<file path="config.mk">
export PLATFORM = sky130hd
export DESIGN_NAME = vtdi_search_ctrl
export DESIGN_NICKNAME = d
export VERILOG_FILES = /design/src/sv/vtdi_pkg.sv /design/src/sv/vtdi_search_ctrl.sv
export SDC_FILE = /design/constraint.sdc
export NUM_CORES = 1
export LEC_CHECK = 0
export BUFFER_PORTS_ARGS = -buffer_cell sky130_fd_sc_hd__buf_2
export CAP_MARGIN = 20
export CORE_MARGIN = 3
export CORE_UTILIZATION = 35
export DETAILED_ROUTE_END_ITERATION = 10
export PLACE_DENSITY_LB_ADDON = 0.08
export SYNTH_ARGS = -nofsm -noshare
export SYNTH_HDL_FRONTEND = slang
export SYNTH_SLANG_ARGS = --single-unit
</file>
<file path="constraint.sdc">
create_clock -name clk -period 3.95 [get_ports clk]
set_input_delay 0.395 -clock clk [delete_from_list [all_inputs] [get_ports clk]]
set_output_delay 0.395 -clock clk [all_outputs]
set_load 0.02 [all_outputs]
</file>
<file path="src/sv/vtdi_pkg.sv">
// vtdi_pkg: shared constants, types and state codes for the vertex triple indexer
// no dependencies; used by the interfaces, the search controller and the top level
`default_nettype none

package vtdi_pkg;

    localparam int MAX_VERTICES = 256;
    localparam int INDEX_BITS   = 16;

    localparam int FIELD_W  = 16;
    localparam int VNUM_W   = 8;
    localparam int ADDR_W   = $clog2(MAX_VERTICES);
    localparam int COUNT_W  = $clog2(MAX_VERTICES + 1);
    localparam int TRIPLE_W = 3 * INDEX_BITS;

    typedef logic [INDEX_BITS-1:0] index_t;
    typedef logic [ADDR_W-1:0]     addr_t;
    typedef logic [COUNT_W-1:0]    count_t;

    typedef struct packed {
        index_t pos;
        index_t tex;
        index_t nrm;
    } triple_t;

    typedef struct packed {
        logic [VNUM_W-1:0] vertex_number;
        logic              is_new;
        logic              table_full;
    } result_t;

    typedef struct packed {
        logic    rd_en;
        addr_t   rd_addr;
        logic    wr_en;
        addr_t   wr_addr;
        triple_t wr_data;
    } ram_req_t;

    typedef enum logic [1:0] {
        ST_IDLE,
        ST_SEARCH,
        ST_INSERT,
        ST_HOLD
    } state_t;

endpackage

`default_nettype wire

</file>
<file path="src/sv/vtdi_search_ctrl.sv">
// vtdi_search_ctrl: linear search sequencer, fill count and insert logic
// depends on vtdi_pkg; drives vtdi_table_ram through a ram_req_t struct
`default_nettype none

module vtdi_search_ctrl (
    input  wire logic                   clk,
    input  wire logic                   rst_n,
    // input word
    input  wire logic                   in_valid,
    output logic                        in_ready,
    input  wire logic                   mesh_start,
    input  wire vtdi_pkg::triple_t      triple_in,
    // table ram
    output vtdi_pkg::ram_req_t          ram_req,
    input  wire vtdi_pkg::triple_t      ram_rd_data,
    // result towards the output register
    output logic                        res_valid,
    input  wire logic                   res_ready,
    output vtdi_pkg::result_t           result
);

    vtdi_pkg::state_t  state_reg,  state_next;
    vtdi_pkg::count_t  count_reg,  count_next;
    vtdi_pkg::addr_t   ptr_reg,    ptr_next;
    vtdi_pkg::triple_t triple_reg, triple_next;
    vtdi_pkg::result_t result_reg, result_next;

    vtdi_pkg::count_t  ptr_inc;
    logic              accept;

    assign accept  = in_valid && in_ready;
    assign ptr_inc = vtdi_pkg::COUNT_W'(ptr_reg) + vtdi_pkg::COUNT_W'(1);

    always_ff @(posedge clk or negedge rst_n)
    begin
        if (!rst_n)
        begin
            state_reg <= vtdi_pkg::ST_IDLE;
            count_reg <= '0;
        end
        else
        begin
            state_reg <= state_next;
            count_reg <= count_next;
        end
    end

    always_ff @(posedge clk)
    begin
        ptr_reg    <= ptr_next;
        triple_reg <= triple_next;
        result_reg <= result_next;
    end

    always_comb
    begin
        state_next  = state_reg;
        count_next  = count_reg;
        ptr_next    = ptr_reg;
        triple_next = triple_reg;
        result_next = result_reg;
        in_ready    = 1'b0;
        res_valid   = 1'b0;
        ram_req     = '0;

        unique case (state_reg)
            vtdi_pkg::ST_IDLE:
            begin
                in_ready = 1'b1;
                if (accept)
                begin
                    triple_next = triple_in;
                    ptr_next    = '0;
                    if (mesh_start)
                    begin
                        count_next = '0;
                    end
                    // empty table: nothing to search
                    if (mesh_start || count_reg == '0)
                    begin
                        state_next = vtdi_pkg::ST_INSERT;
                    end
                    else
                    begin
                        ram_req.rd_en   = 1'b1;
                        ram_req.rd_addr = '0;
                        state_next      = vtdi_pkg::ST_SEARCH;
                    end
                end
            end

            vtdi_pkg::ST_SEARCH:
            begin
                // read data belongs to the entry at ptr_reg
                if (ram_rd_data == triple_reg)
                begin
                    result_next.vertex_number = vtdi_pkg::VNUM_W'(ptr_reg);
                    result_next.is_new        = 1'b0;
                    result_next.table_full    = 1'b0;
                    state_next                = vtdi_pkg::ST_HOLD;
                end
                else if (ptr_inc < count_reg)
                begin
                    ram_req.rd_en   = 1'b1;
                    ram_req.rd_addr = ptr_inc[vtdi_pkg::ADDR_W-1:0];
                    ptr_next        = ptr_inc[vtdi_pkg::ADDR_W-1:0];
                end
                else
                begin
                    state_next = vtdi_pkg::ST_INSERT;
                end
            end

            vtdi_pkg::ST_INSERT:
            begin
                if (count_reg < vtdi_pkg::COUNT_W'(vtdi_pkg::MAX_VERTICES))
                begin
                    ram_req.wr_en             = 1'b1;
                    ram_req.wr_addr           = count_reg[vtdi_pkg::ADDR_W-1:0];
                    ram_req.wr_data           = triple_reg;
                    count_next                = count_reg + vtdi_pkg::COUNT_W'(1);
                    result_next.vertex_number = vtdi_pkg::VNUM_W'(count_reg);
                    result_next.is_new        = 1'b1;
                    result_next.table_full    = 1'b0;
                end
                else
                begin
                    // table full: triple dropped
                    result_next.vertex_number = '0;
                    result_next.is_new        = 1'b0;
                    result_next.table_full    = 1'b1;
                end
                state_next = vtdi_pkg::ST_HOLD;
            end

            vtdi_pkg::ST_HOLD:
            begin
                res_valid = 1'b1;
                if (res_ready)
                begin
                    state_next = vtdi_pkg::ST_IDLE;
                end
            end

            default:
            begin
                state_next = vtdi_pkg::ST_IDLE;
            end
        endcase
    end

    assign result = result_reg;

endmodule

`default_nettype wire

</file>
==> metrics.txt, run 1 <==
outcome finished, final reports clean; Core Region 11170 um2; setup TNS after final layout 0 ps; R2R depth 11; remaining antenna violation count 0; maximum operating frequency between 200 and 300 MHz; final instance area 5414 um2; die span in y 114.5 um; minimum setup slack in the final design 436.5 ps; number of clock sinks seen by CTS 77; fraction of post-synthesis cell area in the top cell type by area around half; overall routing resource usage 17.61%; actual slew at the worst max-slew pin 711.9 ps; number of iterations in the first detailed-routing pass 4; source of the worst hold timing path triple_in[19]; share of the clock period used by the worst path 88.95%; weighted congestion at the end of routability-driven global placement around 0.80; number of hold violations in the final report 0; post-detailed-route wirelength per cell 16.76 um; worst supply voltage drop on vdd about 270 uV; cells after synthesis ~360; Layout Area Growth over Synthesis 31.40%; htree depth 3; min Tclk post-route 3514 ps; cell area after synthesis around 4000 um2; number of buffers created by CTS 9; width of the die 114.5 um; sequential element share of the synthesized area between 50 and 60%; startpoint of the most critical setup path ptr_reg[0]; area of the multi-input gates 1698 um2; Post-synth EDFFs 66; number of buffers added on ports about 180; antenna violations before repair 1; share of final-layout standard cells stronger than drive strength 1 between 30% and 40%; I/O pin cnt approximately 180; share of synthesized flip-flops with an asynchronous set or reset 14.29%; final-report max-slew violation count 0; Root Buffer sky130_fd_sc_hd__clkbuf_16; total buffers and inverters traversed by the critical path 2; Static Leakage 2.623 nW; Crit path required time 3560 ps; overflow left after global routing 0; largest clock skew in the final design 6.599 ps; maximum fanout count along the critical path 11; Largest delay share family, worst path simple AND/OR/NAND/NOR gates; crit path capture type output port; critical path class flip-flop to output port; startpoint of the worst-slack reg-to-reg timing path ptr_reg[0]; detailed placer's ending HPWL 8858 um; pin count of the biggest net entering global routing 50; cell accounting for the most synthesized area sky130_fd_sc_hd__edfxtp_1; cell area power density around 700 nW/um2; path class of the lowest-slack min-delay path primary input to flip-flop; cells along the critical path ha_1, nand3_1, xnor2_1, inv_1, ha_1, o21ai_0, nor2_1, nor4_1, o21ai_0, or2_1, nor2_1, buf_2; top post-synthesis cells by area sky130_fd_sc_hd__edfxtp_1 (48%), sky130_fd_sc_hd__xor2_1 (11%), sky130_fd_sc_hd__and3_1 (7.4%), sky130_fd_sc_hd__dfrtp_1 (6.7%), sky130_fd_sc_hd__ha_1 (4.6%); setup slack at placement between 500 and 600 ps; DRC Markers 0; Arr. time, crit path 3120 ps; post-synthesis average cell area 11.61 um2; net count after synthesis 471; flip-flop count of the largest register, all copies and words added 48; number of global-route vias before repair between 3000 and 4000; clock input transition at the sequential cells of the worst setup and hold paths around 60 ps; clock insertion delay at the later pin of the skew report 330 ps; number of core rows 38; Final setup viols 0; top_reg_cell synth sky130_fd_sc_hd__edfxtp_1; commonest cells after routing, fill and taps aside sky130_fd_sc_hd__buf_2 (178), sky130_fd_sc_hd__edfxtp_1 (66), sky130_fd_sc_hd__xor2_1 (50), sky130_fd_sc_hd__and3_1 (49), sky130_fd_sc_hd__inv_1 (22); via count normalized by instance count 4.864; post-place instance area just over 5000 um2; leading cell type in the layout, fill and taps excluded sky130_fd_sc_hd__buf_2; normalized max-slew margin between 50% and 60%; Worst path slowest cell sky130_fd_sc_hd__edfxtp_1; Seq. cell area roughly 2300 um2; max-cap violation count 0; Synth Register Bits 77; DR iter-0 viols approximately 130; startpoint class of the critical path flip-flop; fill cell count around 1100; maximum single-stage delay on the critical path 490 ps; effective utilization at floorplan 36.88%; first-pass GRT wire length ~18000 um; depth of the critical timing path with buffers and inverters included 12; hold path depth 1; post-detailed-routing wire length 11360 um; count of unique library cells instantiated by Yosys 40; Synth warnings 0; die area approximately 13000 um2; RSZ-0062 raised after global routing no; number of gates resized after CTS 0; final layout net count about 650; total via count after detailed routing 3298; Max clock buf depth 2; CTS tree done
==> what timing repair did <==
| item | in CTS | in global routing |
|---|---|---|
| hold endpoints to repair | 11 | 0 |
| setup buffers | 0 | 0 |
| setup endpoints to repair | 0 | 0 |
| hold buffers | 1 | 0 |
==> through the flow <==
stage	power (mW)	hold slack [ps]	util [%]	cells
final	3.799	236.5	48.45	678
after global routing	4.055	222.8	48.45	678
after CTS	3.847	219.2	48.43	677
after detailed placement	3.082	293.9	45.95	660
after global placement	3.060	290.8	45.95	660
after floorplan	2.508	99.41	-	355
==> layout make-up <==
type | count | share of cell area, %
flip-flops and latches | 77 | 41.69
diodes | 1 | 0.04622
multi-input cells | 239 | 31.36
well taps | 140 | 3.235
clock inverters | 6 | 0.7164
repair buffers | 183 | 17.19
inverters | 22 | 1.525
clock buffers | 10 | 4.229
==> Yosys cell counts (11+ instances only) <==
library cell                n
sky130_fd_sc_hd__xor2_1    50
sky130_fd_sc_hd__ha_1      15
sky130_fd_sc_hd__nor2_1    19
sky130_fd_sc_hd__inv_1     22
sky130_fd_sc_hd__and3_1    49
sky130_fd_sc_hd__nor4_1    14
sky130_fd_sc_hd__nor3_1    11
sky130_fd_sc_hd__dfrtp_1   11
sky130_fd_sc_hd__clkbuf_1  13
sky130_fd_sc_hd__edfxtp_1  66
==> path summary, 6_finish.rpt <==
kind | slack, ps | to
setup / recovery | 440 | ram_req[63]
hold / removal | 240 | triple_reg[19]
setup reg to reg | 540 | ptr_reg[2]
hold reg to reg | 580 | count_reg[7]
max in group asynchronous | 3250 | count_reg[0]
min in group asynchronous | 480 | state_reg[1]
==> cells by family (layout without fill, tap and decap cells) <==
group | Yosys count | after routing | share of synthesized area (%)
other | 0 | 1 | 0
AO/OA/AOI/OAI | 30 | 30 | 4.950
adder cells (fa/ha/maj) | 15 | 15 | 4.555
XOR/XNOR | 59 | 59 | 12.54
flip-flops | 77 | 77 | 54.78
buffers and inverters | 39 | 221 | 4.009
AND/OR/NAND/NOR | 134 | 134 | 18.92
multiplexers | 1 | 1 | 0.2429
==> worst register-to-register path, cell delays in order, from the launching register on <==
cell	delay (ps)
sky130_fd_sc_hd__edfxtp_1	490
sky130_fd_sc_hd__ha_1	230
sky130_fd_sc_hd__nand3_1	120
sky130_fd_sc_hd__xnor2_1	290
sky130_fd_sc_hd__inv_1	80
sky130_fd_sc_hd__ha_1	310
sky130_fd_sc_hd__o21ai_0	80
sky130_fd_sc_hd__nor2_1	60
sky130_fd_sc_hd__nor4_1	240
sky130_fd_sc_hd__o21ai_0	140
sky130_fd_sc_hd__or2_1	370
sky130_fd_sc_hd__a21oi_1	620
==> where the power goes <==
group,switching [mW],total (mW),internal [mW]
Sequential,0.144,1.32,1.17
Combinational,1.11,1.73,0.621
Clock,0.323,0.746,0.423
==> layer usage <==
| metal | global-route usage, % | vias to the layer above | share of wire, % |
|---|---|---|---|
| li1 | - | 1626 | - |
| met1 | 22.89 | 1543 | 44 |
| met5 | 0 | - | 0 |
| met3 | 5.550 | 9 | 7.6 |
| met2 | 27.86 | 120 | 47 |
| met4 | 5.938 | 0 | 1.1 |
(Power assumes the default switching activity.)
==> inputs of run 2 (changes only) <==
Settings changed: CELL_PAD_IN_SITES_DETAIL_PLACEMENT set to 1, CELL_PAD_IN_SITES_GLOBAL_PLACEMENT set to 1.
==> metrics.txt, run 2 (synthesis gave the netlist of run 1 again) <==
number of gates resized after CTS 0; Hold-fix buffers, CTS 1; detailed placer's ending HPWL 9670 um; die area roughly 13000 um2; Final setup viols 0; Max clock buf depth 2; effective utilization at floorplan 36.88%; die span in y 114.5 um; total via count after detailed routing 3389; overall routing resource usage 19.81%; largest clock skew in the final design roughly 4.7 ps; number of core rows 38; first-pass GRT wire length 19690 um; Static Leakage between 2 and 3 nW; overflow left after global routing 0; path class of the lowest-slack min-delay path primary input to flip-flop; DR iter-0 viols 100; final core utilization just under 50%; power dissipated by switching net loads 1.618 mW; startpoint class of the critical path flip-flop; I/O pin cnt roughly 180; Core Region 11170 um2; Worst Hold Slack 235.1 ps; maximum fanout count along the critical path 11; Root Buffer sky130_fd_sc_hd__clkbuf_16; Internal Pwr Total 2.302 mW; diode insertion count for antenna repair 0; Final Instance Count excl. Fillers 677; clock insertion delay at the later pin of the skew report 330 ps; htree depth 3; clock input transition at the sequential cells of the worst setup and hold paths 60 ps; Crit path required time 3560 ps; global routing's busiest layer met2; share of the clock period used by the worst path between 90% and 100%; number of buffers added on ports around 180; Layout Area Growth over Synthesis 32.01%; flip-flop count of the largest register, all copies and words added 48; DRC Markers 0; routing usage on met3 6.025%; maximum single-stage delay on the critical path roughly 500 ps; count of placed standard cells including taps 660; width of the die 114.5 um; M1 GR Usage 23.70%; number of global-route vias before repair 3721; actual slew at the worst max-slew pin 783.5 ps; cells along the critical path ha_1, xor2_1, ha_1, a211oi_1, nor2_1, nor4_1, o21ai_0, or2_1, nor2_1, buf_2; leading cell type in the layout, fill and taps excluded sky130_fd_sc_hd__buf_2; met2 routing resource usage after global routing 34.42%; number of clock sinks seen by CTS 77; worst supply voltage drop on vdd 297.2 uV; min Tclk post-route 3658 ps; Worst path slowest cell sky130_fd_sc_hd__edfxtp_1; share of final-layout standard cells stronger than drive strength 1 37.99%; weighted congestion at the end of routability-driven global placement 0.7803; Arr. time, crit path 3260 ps; maximum operating frequency 273.4 MHz; number of iterations in the first detailed-routing pass 4; Seq pwr share around a third; max-cap violation count 0; crit path capture type output port; antenna violations before repair 1; final-report max-slew violation count 0; outcome finished, final reports clean; commonest cells after routing, fill and taps aside sky130_fd_sc_hd__buf_2 (178), sky130_fd_sc_hd__edfxtp_1 (66), sky130_fd_sc_hd__xor2_1 (50), sky130_fd_sc_hd__and3_1 (49), sky130_fd_sc_hd__inv_1 (22); number of buffers created by CTS 9; via count normalized by instance count 5.006; Clock Power Share 21.1%; setup TNS after final layout 0 ps; remaining antenna violation count 0; critical path class flip-flop to output port; CTS tree done; switching fraction of total power between 40% and 50%; internal reg-to-reg setup slack 380 ps; post-detailed-route wirelength per cell 18.64 um; fraction of power consumed by combinational cells 45.3%; normalized max-slew margin a little under half; RSZ-0062 raised after global routing no; pin count of the biggest net entering global routing 50; final layout net count between 600 and 700; buffers inserted by post-CTS timing repair 0; Total Power Consumption between 3 and 4 mW; post-detailed-routing wire length 12620 um; cell area power density 720.8 nW/um2; number of hold violations in the final report 0
## run 2: stage by stage
step	instance area, um2	worst slack (ps)
CTS	5439	334.2
detailed placement	5134	479.8
finish	5439	292.1
global placement	5134	658.9
global route	5439	67.73
floorplan	4120	1043
## run 2: layout make-up
cell class	instances	area (um2)
well taps	140	175.2
multi-input cells	239	1698
inverters	22	82.58
fillers	1270	5734
clock inverters	4	48.80
repair buffers	183	930.9
flip-flops and latches	77	2257
clock buffers	12	246.5
## run 2: power by group through the flow
stage	clock network (mW)	registers, mW	logic (mW)
after floorplan	0	1.36	1.14
final	0.827	1.32	1.78
after CTS	0.843	1.32	1.80
after detailed placement	0	1.33	1.78
after global placement	0	1.32	1.75
after global routing	0.883	1.35	1.95
## run 2: per-layer routing
| metal | vias up | routed length [um] |
|---|---|---|
| met5 | - | 13 |
| met4 | 2 | 200 |
| met3 | 19 | 851 |
| met2 | 131 | 6245 |
| met1 | 1620 | 5305 |
| li1 | 1617 | - |
## run 2: worst max-delay path: cells and delay by family (launching register included)
family | cells | cell delay (ps)
and+or+nand+nor | 4 | 930
adders and majority gates | 2 | 590
DFF | 1 | 500
AOI/OAI and AO/OA | 2 | 370
xor gates and xnor gates | 1 | 320
buffers and inverters | 1 | 200
## run 2: path summary, 6_finish.rpt
kind / startpoint / endpoint / cells after the start
max in group asynchronous: rst_n / count_reg[0] / 2
max reg2reg: ptr_reg[0] / ptr_reg[2] / 9
min: triple_in[41] / triple_reg[41] / 1
min reg2reg: count_reg[7] / count_reg[7] / 2
max: ptr_reg[0] / ram_req[60] / 10
min in group asynchronous: rst_n / state_reg[1] / 2
==> inputs of run 3 (changes only) <==
Settings changed: REMOVE_ABC_BUFFERS set to 1.
==> metrics.txt, run 3 (synthesis gave the netlist of run 1 again) <==
outcome finished, final reports clean; post-detailed-route wirelength per cell ~18 um; Clock Power Share a little over a fifth; Total Power Consumption 3.882 mW; crit path capture type output port; most common cell type on the critical path sky130_fd_sc_hd__ha_1; clock input transition at the sequential cells of the worst setup and hold paths 60 ps; buffers inserted by post-CTS timing repair 0; die span in y 114.5 um; Worst Hold Slack 235.9 ps; final layout net count between 600 and 700; fraction of power consumed by combinational cells a little under half; Arr. time, crit path 3070 ps; Max clock buf depth 2; startpoint class of the critical path flip-flop; RSZ-0062 raised after global routing no; number of hold violations in the final report 0; maximum single-stage delay on the critical path 470 ps; number of gates resized after CTS 0; Root Buffer sky130_fd_sc_hd__clkbuf_16; share of final-layout standard cells stronger than drive strength 1 37.80%; path class of the lowest-slack min-delay path primary input to flip-flop; leading cell type in the layout, fill and taps excluded sky130_fd_sc_hd__buf_2; largest clock skew in the final design between 5 and 6 ps; Seq pwr share 33.8%; clock insertion delay at the later pin of the skew report 330 ps; number of buffers created by CTS 9; setup slack at placement between 800 and 900 ps; commonest cells after routing, fill and taps aside sky130_fd_sc_hd__buf_2 (178), sky130_fd_sc_hd__edfxtp_1 (66), sky130_fd_sc_hd__xor2_1 (50), sky130_fd_sc_hd__and3_1 (49), sky130_fd_sc_hd__inv_1 (22); total via count after detailed routing 3329; final-report max-slew violation count 0; effective utilization at floorplan 36.88%; normalized max-slew margin 53.85%; antenna violations before repair 1; cells along the critical path ha_1, nand3_1, nor3_1, xnor2_1, inv_1, ha_1, a21o_1, a21oi_1, o21ai_0, or2_1, nor2b_1, buf_2; DR iter-0 viols 88; flip-flop count of the largest register, all copies and words added 48; cell area power density 713.8 nW/um2; maximum fanout count along the critical path 11; critical path class flip-flop to output port; Worst path slowest cell sky130_fd_sc_hd__edfxtp_1; post-detailed-routing wire length 12000 um; weighted congestion at the end of routability-driven global placement 0.8437; CTS tree done; minimum setup slack in the final design about 490 ps; number of buffers added on ports 178; via count normalized by instance count 4.910; Core Region 11170 um2; power dissipated by switching net loads 1.579 mW; fill cell count 1274; min Tclk post-route ~3500 ps; number of global-route vias before repair 3577; actual slew at the worst max-slew pin 686.9 ps; number of iterations in the first detailed-routing pass 4; worst supply voltage drop on vdd slightly below 300 uV; switching fraction of total power 40.66%; overall routing resource usage 18.27%; detailed placer's ending HPWL 9148 um; total buffers and inverters traversed by the critical path 2; Internal Pwr Total approximately 2.3 mW; maximum operating frequency roughly 290 MHz; remaining antenna violation count 0; Final setup viols 0; Largest delay share family, worst path simple AND/OR/NAND/NOR gates; Layout Area Growth over Synthesis 32.01%; overflow left after global routing 0; number of core rows 38; die area between 10000 and 15000 um2; setup TNS after final layout 0 ps; Crit path required time 3560 ps; pin count of the biggest net entering global routing 50; Static Leakage about 2.6 nW; DRC Markers 0; number of clock sinks seen by CTS 77; htree depth 3; max-cap violation count 0; first-pass GRT wire length 18390 um; width of the die 114.5 um; share of the clock period used by the worst path 87.71%; I/O pin cnt 179
==> run 3: worst paths after layout <==
| path | startpoint | end | slack [ps] | cells past startpoint |
|---|---|---|---|---|
| worst max-delay path | ptr_reg[0] | ram_req[59] | 490 | 12 |
| worst min-delay path | triple_in[21] | triple_reg[21] | 240 | 1 |
| worst max register to register | ptr_reg[0] | ptr_reg[0] | 860 | 12 |
| max in group asynchronous | rst_n | state_reg[1] | 3240 | 2 |
| min in group asynchronous | rst_n | count_reg[0] | 480 | 2 |
| worst min register to register | ptr_reg[5] | result[7] | 600 | 1 |
==> run 3: what timing repair did <==
action,in CTS,in global routing
endpoints found under the setup margin,0,0
endpoints found under the hold margin,11,0
hold buffers,1,0
==> run 3: area by class of cell <==
cell class                      instances  area, um2  share of cell area, %
Clock buffer                           13      250.2                  4.601
Multi-Input combinational cell        239       1698                  31.22
Sequential cell                        77       2257                  41.50
Tap cell                              140      175.2                  3.221
Inverter                               22      82.58                  1.518
Timing Repair Buffer                  184      938.4                  17.25
Clock inverter                          2      35.03                 0.6441
Antenna cell                            1      2.502                0.04601
==> run 3: worst register-to-register path, stage by stage (launching register included) <==
cell and delay, ps:
sky130_fd_sc_hd__edfxtp_1 470, sky130_fd_sc_hd__ha_1 220, sky130_fd_sc_hd__nand3_1 120, sky130_fd_sc_hd__nor3_1 260
sky130_fd_sc_hd__xnor2_1 240, sky130_fd_sc_hd__inv_1 90, sky130_fd_sc_hd__ha_1 190, sky130_fd_sc_hd__a21o_1 180
sky130_fd_sc_hd__a21oi_1 140, sky130_fd_sc_hd__o21ai_0 130, sky130_fd_sc_hd__or2_1 380, sky130_fd_sc_hd__a21oi_1 180
sky130_fd_sc_hd__buf_4 200
==> run 3: layer usage <==
metal  share of wire, %  vias up  GRT usage (%)
met5                  0        -              0
met4                1.4        0          6.572
met3                6.1       11          3.594
met2                 49      115          30.93
met1                 44     1582          23.18
li1                   -     1621              -
==> run 3: stage by stage <==
step | utilization (%) | cell area, um2 | cells
floorplan | - | 4038 | 338
global placement | 46.01 | 5141 | 661
detailed placement | 46.01 | 5141 | 661
CTS | 48.66 | 5436 | 677
global route | 48.68 | 5439 | 678
finish | 48.68 | 5439 | 678
==> run 3: power groups by stage <==
stage,logic (mW),clock network (mW),registers (mW)
after CTS,1.78,0.836,1.31
after floorplan,1.09,0,1.36
after global placement,1.75,0,1.32
after detailed placement,1.77,0,1.33
after global routing,1.95,0.866,1.34
final,1.76,0.815,1.31
